### src/rtl/cas_pkg.sv
package cas_pkg;

    // sizing
    localparam int MAX_FRAMES = 64;
    localparam int POS_W      = 16;
    localparam int PTS_W      = 16;
    localparam int SPREAD_W   = 16;
    localparam int FC_W       = 7;
    localparam int CFG_W      = 16;
    localparam int CFG_IDX_W  = 1;
    localparam int ENTRY_W    = 3 * POS_W;

    localparam int CNT_W   = $clog2(MAX_FRAMES + 1);
    localparam int ADDR_W  = (MAX_FRAMES > 1) ? $clog2(MAX_FRAMES) : 1;
    localparam int SUM_W   = POS_W + $clog2(MAX_FRAMES);
    localparam int DX_W    = SUM_W + 2;
    localparam int MAG_W   = DX_W - 1;
    localparam int D_W     = 2 * MAG_W;
    localparam int ROOT_W  = D_W / 2;
    localparam int SQ_C_W  = $clog2(ROOT_W + 1);
    localparam int DIV_N_W = (ROOT_W > SUM_W + 1) ? ROOT_W : SUM_W + 1;
    localparam int DIV_D_W = CNT_W + 1;
    localparam int DIV_C_W = $clog2(DIV_N_W + 1);
    localparam int LIM_W   = CFG_W + CNT_W;
    localparam int LSQ_W   = 2 * LIM_W;
    localparam int CMP_W   = (D_W > LSQ_W) ? D_W : LSQ_W;
    localparam int TGT_W   = (FC_W > CNT_W) ? FC_W : CNT_W;

    // item kinds
    localparam logic KIND_FRAME   = 1'b0;
    localparam logic KIND_RESTART = 1'b1;

    // register indexes
    localparam logic [CFG_IDX_W-1:0] CFG_FRAME_COUNT = 1'b0;
    localparam logic [CFG_IDX_W-1:0] CFG_MAX_SPREAD  = 1'b1;

    localparam logic [FC_W-1:0]  FRAME_COUNT_RESET = 7'd15;
    localparam logic [CFG_W-1:0] MAX_SPREAD_RESET  = 16'd250;

    typedef enum logic [2:0] {
        ST_IDLE,
        ST_CHECK,
        ST_START,
        ST_WALK,
        ST_DRAIN,
        ST_SQRT,
        ST_SPREAD,
        ST_FINISH
    } cas_state_t;

    typedef struct packed {
        logic frame_wr;
        logic restart;
        logic start;
        logic walk_issue;
        logic sqrt_start;
        logic spread_start;
        logic out_load;
    } cas_cmd_t;

    typedef struct packed {
        logic set_full;
        logic store_full;
        logic walk_last;
        logic pipe_empty;
        logic sqrt_busy;
        logic div_busy;
    } cas_status_t;

endpackage

### src/rtl/cas_ctrl.sv
module cas_ctrl (
    input  logic                 clk,
    input  logic                 rst_n,
    input  logic                 in_valid,
    input  logic                 kind,
    input  logic                 out_stall,
    input  cas_pkg::cas_status_t status,
    output cas_pkg::cas_cmd_t    cmd,
    output logic                 in_stall,
    output logic                 out_valid
);

    cas_pkg::cas_state_t state_reg;
    cas_pkg::cas_state_t state_next;
    logic                out_valid_reg;
    logic                out_valid_next;
    logic                accept;
    logic                out_free;
    logic                units_idle;

    assign accept     = in_valid && (state_reg == cas_pkg::ST_IDLE);
    assign out_free   = !out_valid_reg || !out_stall;
    assign units_idle = !status.sqrt_busy && !status.div_busy;

    always_comb
    begin
        state_next = state_reg;
        case (state_reg)
            cas_pkg::ST_IDLE:
            begin
                if (accept && (kind == cas_pkg::KIND_FRAME))
                begin
                    state_next = cas_pkg::ST_CHECK;
                end
            end
            cas_pkg::ST_CHECK:
            begin
                state_next = status.set_full ? cas_pkg::ST_START : cas_pkg::ST_IDLE;
            end
            cas_pkg::ST_START:
            begin
                state_next = cas_pkg::ST_WALK;
            end
            cas_pkg::ST_WALK:
            begin
                if (status.walk_last)
                begin
                    state_next = cas_pkg::ST_DRAIN;
                end
            end
            cas_pkg::ST_DRAIN:
            begin
                if (status.pipe_empty)
                begin
                    state_next = cas_pkg::ST_SQRT;
                end
            end
            cas_pkg::ST_SQRT:
            begin
                if (units_idle)
                begin
                    state_next = cas_pkg::ST_SPREAD;
                end
            end
            cas_pkg::ST_SPREAD:
            begin
                if (!status.div_busy)
                begin
                    state_next = cas_pkg::ST_FINISH;
                end
            end
            cas_pkg::ST_FINISH:
            begin
                if (out_free)
                begin
                    state_next = cas_pkg::ST_IDLE;
                end
            end
            default:
            begin
                state_next = cas_pkg::ST_IDLE;
            end
        endcase
    end

    always_comb
    begin
        cmd      = '0;
        in_stall = (state_reg != cas_pkg::ST_IDLE);
        case (state_reg)
            cas_pkg::ST_IDLE:
            begin
                cmd.frame_wr = accept && (kind == cas_pkg::KIND_FRAME);
                cmd.restart  = accept && (kind == cas_pkg::KIND_RESTART);
            end
            cas_pkg::ST_START:
            begin
                cmd.start = 1'b1;
            end
            cas_pkg::ST_WALK:
            begin
                cmd.walk_issue = 1'b1;
            end
            cas_pkg::ST_DRAIN:
            begin
                cmd.sqrt_start = status.pipe_empty;
            end
            cas_pkg::ST_SQRT:
            begin
                cmd.spread_start = units_idle;
            end
            cas_pkg::ST_FINISH:
            begin
                cmd.out_load = out_free;
            end
            default:
            begin
                cmd = '0;
            end
        endcase
    end

    always_comb
    begin
        if (cmd.out_load)
        begin
            out_valid_next = 1'b1;
        end
        else if (!out_stall)
        begin
            out_valid_next = 1'b0;
        end
        else
        begin
            out_valid_next = out_valid_reg;
        end
    end

    always_ff @(posedge clk or negedge rst_n)
    begin
        if (!rst_n)
        begin
            state_reg     <= cas_pkg::ST_IDLE;
            out_valid_reg <= 1'b0;
        end
        else
        begin
            state_reg     <= state_next;
            out_valid_reg <= out_valid_next;
        end
    end

    assign out_valid = out_valid_reg;

endmodule

### config.mk
export PLATFORM = sky130hd
export DESIGN_NAME = cas_ctrl
export DESIGN_NICKNAME = d
export VERILOG_FILES = /design/src/rtl/cas_pkg.sv /design/src/rtl/cas_ctrl.sv
export SDC_FILE = /design/constraint.sdc
export NUM_CORES = 1
export LEC_CHECK = 0
export BUFFER_PORTS_ARGS = -buffer_cell sky130_fd_sc_hd__buf_2
export CAP_MARGIN = 10
export CORE_AREA = 4 4 41 43
export CTS_BUF_LIST = sky130_fd_sc_hd__clkbuf_4
export DETAILED_ROUTE_END_ITERATION = 8
export DIE_AREA = 0 0 45 47
export GPL_TIMING_DRIVEN = 0
export PLACE_DENSITY_LB_ADDON = 0.25
export SLEW_MARGIN = 20
export SYNTH_ARGS = -nofsm -noshare
export SYNTH_HDL_FRONTEND = slang
export SYNTH_SLANG_ARGS = --single-unit
export TNS_END_PERCENT = 1
### constraint.sdc
create_clock -name clk -period 1.8 [get_ports clk]
set_clock_uncertainty 0.05 [all_clocks]
set_input_delay 0.18 -clock clk [delete_from_list [all_inputs] [get_ports clk]]
set_output_delay 0.18 -clock clk [all_outputs]
set_load 0.01 [all_outputs]
Word level (Yosys, flattened, before mapping)

Index checks and enable logic that the tools add are counted.

Equal/unequal tests: 14
Mux-type cells: 16
Bitwise logic cells: 1
Reduce and logical (&&, ||, !) cells: 12

Operators with widths:

| cell               | number |
|---|---|
| $pmux 3 s8         | 1 |
| $mux 3             | 6 |
| $eq 3x3->1 const B | 4 |
| $ne 2x2->1 const B | 5 |
| $mux 1             | 7 |
| $eq 3x2->1 const B | 2 |
| $reduce_and 6->1   | 1 |
| $logic_and 1x1->1  | 4 |
| $logic_not 1->1    | 4 |
| $mux 2             | 2 |
| $ne 2x1->1 const B | 2 |
| $eq 3x1->1 const B | 1 |
| $logic_not 3->1    | 1 |
| $reduce_bool 3->1  | 1 |
| $logic_or 1x1->1   | 1 |
| $not 1->1          | 1 |

Register bits: 4
Input port bits: 11
Output and inout bits: 9
Word-level logic and storage cells: 45

Depth between registers and ports, before layout

Depth in word-level cells: 5
Depth in mapped cells: 6
Gate-level depth less buffers: 5

Least setup slack after synthesis

Ideal clock, no wire load.

Path type: reg-to-reg
From: register state_reg[2]
To: register state_reg[1]
Library setup time: 118 ps
Data arrival time: 1101 ps
Setup slack: 531 ps
Stages on the path, launching flop included: 7
Cells stage by stage: dfrtp_1 -> buf_6 -> nor3_4 -> inv_2 -> o32ai_2 -> a311oi_1 -> a21o_1

Cells in the longest elaborated chain, start to end: 5
Elaborated cells between the ends (all ways): 18
Classes of those cells: eq/ne (13); mux (1); reduce/logical (4)

RTL lines:

| item                       | RTL line                       | text |
|---|---|---|
| start, declared            | cas_ctrl.sv:13                 | `cas_pkg::cas_state_t state_reg;` |
| start signal, assigned     | cas_ctrl.sv:143                | `state_reg <= cas_pkg::ST_IDLE;` |
| start signal, assigned     | cas_ctrl.sv:148                | `state_reg <= state_next;` |
| $logic_not 3->1            | cas_ctrl.sv:21, cas_ctrl.sv:28 |  |
| $logic_and 1x1->1          | cas_ctrl.sv:21                 | `assign accept = in_valid && (state_reg == cas_pkg::ST_IDLE);` |
| $logic_and 1x1->1          | cas_ctrl.sv:31                 | `if (accept && (kind == cas_pkg::KIND_FRAME))` |
| $ne 2x1->1 (no line)       | -                              |  |
| $reduce_and 6->1 (no line) | -                              |  |

Several ways; a longest one is shown, not always the timed one.
A chain may end at the register's enable or synchronous reset.

==> impl_metrics.csv <==
group,metric,value,unit
clock_network,htree_levels,1,
floorplanning,die_x,45,um
synthesis,yosysUniqueCellTypes,23,
critical_path,crit_path_end_kind,"output port",
sta,hold_viol,0,
floorplanning,die_area,0.002115,mm2
synthesis,synth_area,354.1,um2
global_routing,grt_pass1_vias,327,
sta,slew_headroom,79.60,%
global_routing,grt_pass1_wl,1.283,mm
detailed_routing,wire_per_inst,10.17,um
global_routing,gr-usage-all-layers,8.961,%
clock_network,numCtsBuffers,3,
status,status,"completed",
job,cap_violations,0,
placed_design,finalWeightedCongestion,0.7094,
global_routing,antenna_found_initial,0,
synthesis,syn_nets,52,
clock_network,clk_pin_slew,0.04,ns
synthesis,synth_area_per_cell,8.636,um2
detailed_routing,vias,368,
clock_network,clock_path_buffers,2,
final_layout,fill_cells,154,
floorplanning,die_y,47,um
critical_path,path_class,"reg -> out",
critical_path,arrival,1.34,ns
clock_network,cts.sinks,4,
floorplanning,io_pins,20,
min_path,hp-class,"in -> reg",
final_layout,final_layout_size_suffix_gt1_share,49.21,%
clock_network,cts_tree,"done",
detailed_routing,drtIter0Drc,2,
critical_path,reg2reg_to,"state_reg[1]",
floorplanning,initial_utilization,27.21,%
placed_design,post-dp-hpwl,633.6,um
synthesis,yosys_warnings,0,
detailed_routing,drc_errors,0,
sta,fmax,0.6371,GHz
sta,rsz0062_at_grt,"no",
final_layout,fin_nets,76,
sta,setup_viol,0,
critical_path,cp-start-kind,"flop",
final_layout,largest_reg_flops,3,
critical_path,rrSetupSlack,0.47,ns
min_path,min_from,"out_stall",
sta,fin_crit,1.570,ns
final_layout,area_growth_syn_to_layout,39.93,%
synthesis,yosysSeqAreaShare,28.27,%
power_and_ir_drop,powerDensity,1573,mW/mm2
global_routing,grt_max_degree,11,
min_path,hold-path-cell-count,3,
critical_path,r2r_start,"state_reg[0]",
global_routing,grt-ovfl-total,0,
critical_path,worstPathRequired,1.57,ns
clock_network,ctsResizeCount,0,
detailed_routing,viasPerCell,4.718,
power_and_ir_drop,leakagePower,0.2539,nW
synthesis,ys_seq_elements,4,
detailed_routing,routed_wl,793,um
final_layout,antennaDiodeCount,0,
placed_design,place_ws,0.4575,ns
synthesis,syn_inst,41,
critical_path,r2r_cells,6,
clock_network,clkLatencyLatePin,0.23,ns
sta,finalSetupTns,0,ns
clock_network,root_buffer,"clkbuf_4",
sta,finalCritPeriodShare,87.20,%
floorplanning,rows,13,
min_path,min_to,"out_valid",
detailed_routing,firstDrtPassIters,2,
sta,worst_slew_pin_slew,0.3059,ns
detailed_routing,ant_nets,0,
critical_path,worstPathMaxFanout,10,
floorplanning,core,0.001301,mm2
sta,fin_ws,0.2303,ns
placed_design,numPortBuffers,18,
sta,drv_slew,0,
power_and_ir_drop,ir_drop,504.7,uV
==> placed cells by master (no fill, tap or decap), drive strengths merged, types with 2 or more instances in the layout <==
cell	n
nand2b	2
buf	22
dfrtp	4
nor3b	2
inv	2
nor2b	3
and3	2
o211ai	2
nor3	3
a31oi	2
clkbuf	3
nor2	4
nand2	4
==> per-stage QoR <==
stage	utilization (%)	hold slack [ns]	area [um2]	power (mW)	cells
2_1_floorplan	-	-0.1656	354.1	0.5549	41
6_report	38.08	0.1178	495.5	0.7793	78
3_3_place_gp	35.58	-0.06599	462.9	0.6748	74
4_1_cts	38.08	0.1092	495.5	0.7938	78
5_1_grt	38.08	0.1186	495.5	0.8656	78
3_5_place_dp	35.58	-0.06455	462.9	0.6783	74
==> layer usage <==
metal | part of all wire [%] | GRT usage, % | vias up
met5 | 0 | 0 | -
met4 | 3.4 | 10.53 | 0
met3 | 2.5 | 1.149 | 4
met2 | 52 | 13.84 | 9
met1 | 42 | 9.885 | 164
li1 | - | - | 191
==> repair_timing <==
item	in CTS	in global routing
setup buffers	0	0
hold buffers	1	0
hold endpoints to repair	4	0
==> synthesized netlist by cell type, drive strengths merged <==
library cell | number | area share (%)
nor2b | 3 | 5.3
nand2b | 2 | 3.5
inv | 2 | 2.1
nand2 | 4 | 4.9
nand3 | 1 | 1.4
a21o | 1 | 2.1
o32ai | 1 | 4.6
a311oi | 1 | 2.5
dfrtp | 4 | 28
a31oi | 2 | 3.5
or3 | 1 | 1.8
nor4 | 1 | 1.8
nor2 | 4 | 4.2
nor3 | 3 | 7.4
o211ai | 2 | 5.7
nor3b | 2 | 4.2
and3 | 2 | 3.5
a21oi | 1 | 1.4
buf | 4 | 12
==> critical path: stages, from the launching register on <==
cell,delay [ns]
dfrtp_1,0.42
buf_6,0.17
nand3_1,0.10
a21oi_1,0.17
buf_4,0.13
buf_2,0.11
==> layout make-up <==
| type | instances | area, um2 | share of cell area [%] |
|---|---|---|---|
| inverter | 2 | 7.507 | 1.515 |
| buffer | 4 | 41.29 | 8.333 |
| sequential | 4 | 100.1 | 20.20 |
| clock buffer | 3 | 22.52 | 4.545 |
| timing repair buffer | 19 | 100.1 | 20.20 |
| tap | 15 | 18.77 | 3.788 |
| multi-input combinational | 31 | 205.2 | 41.41 |
==> worst max-delay path by stage <==
stage / from / endpoint / slack [ns] / cells after the start
floorplan: state_reg[2] / state_reg[1] / 0.53 / 6
global placement: state_reg[1] / cmd[0] / 0.46 / 5
detailed placement: state_reg[1] / cmd[0] / 0.46 / 5
CTS: state_reg[1] / cmd[0] / 0.21 / 5
global route: state_reg[1] / cmd[0] / 0.1 / 5
finish: state_reg[1] / cmd[0] / 0.23 / 5
==> power breakdown <==
group	switching (mW)	leakage [nW]	total [mW]	internal [mW]
Sequential	0.0361	0.0498	0.172	0.135
Combinational	0.264	0.190	0.499	0.234
Clock	0.0347	0.0138	0.109	0.0744
Total	0.335	0.254	0.779	0.444
==> cells by family (layout without fill, tap and decap cells) <==
family	count (synthesis)	after routing	share of synthesized area [%]
AND/OR/NAND/NOR	23	23	38.16
AO/OA/AOI/OAI	8	8	19.79
buffers and inverters	6	28	13.78
flip-flops	4	4	28.27
(Power assumes the default switching activity.)
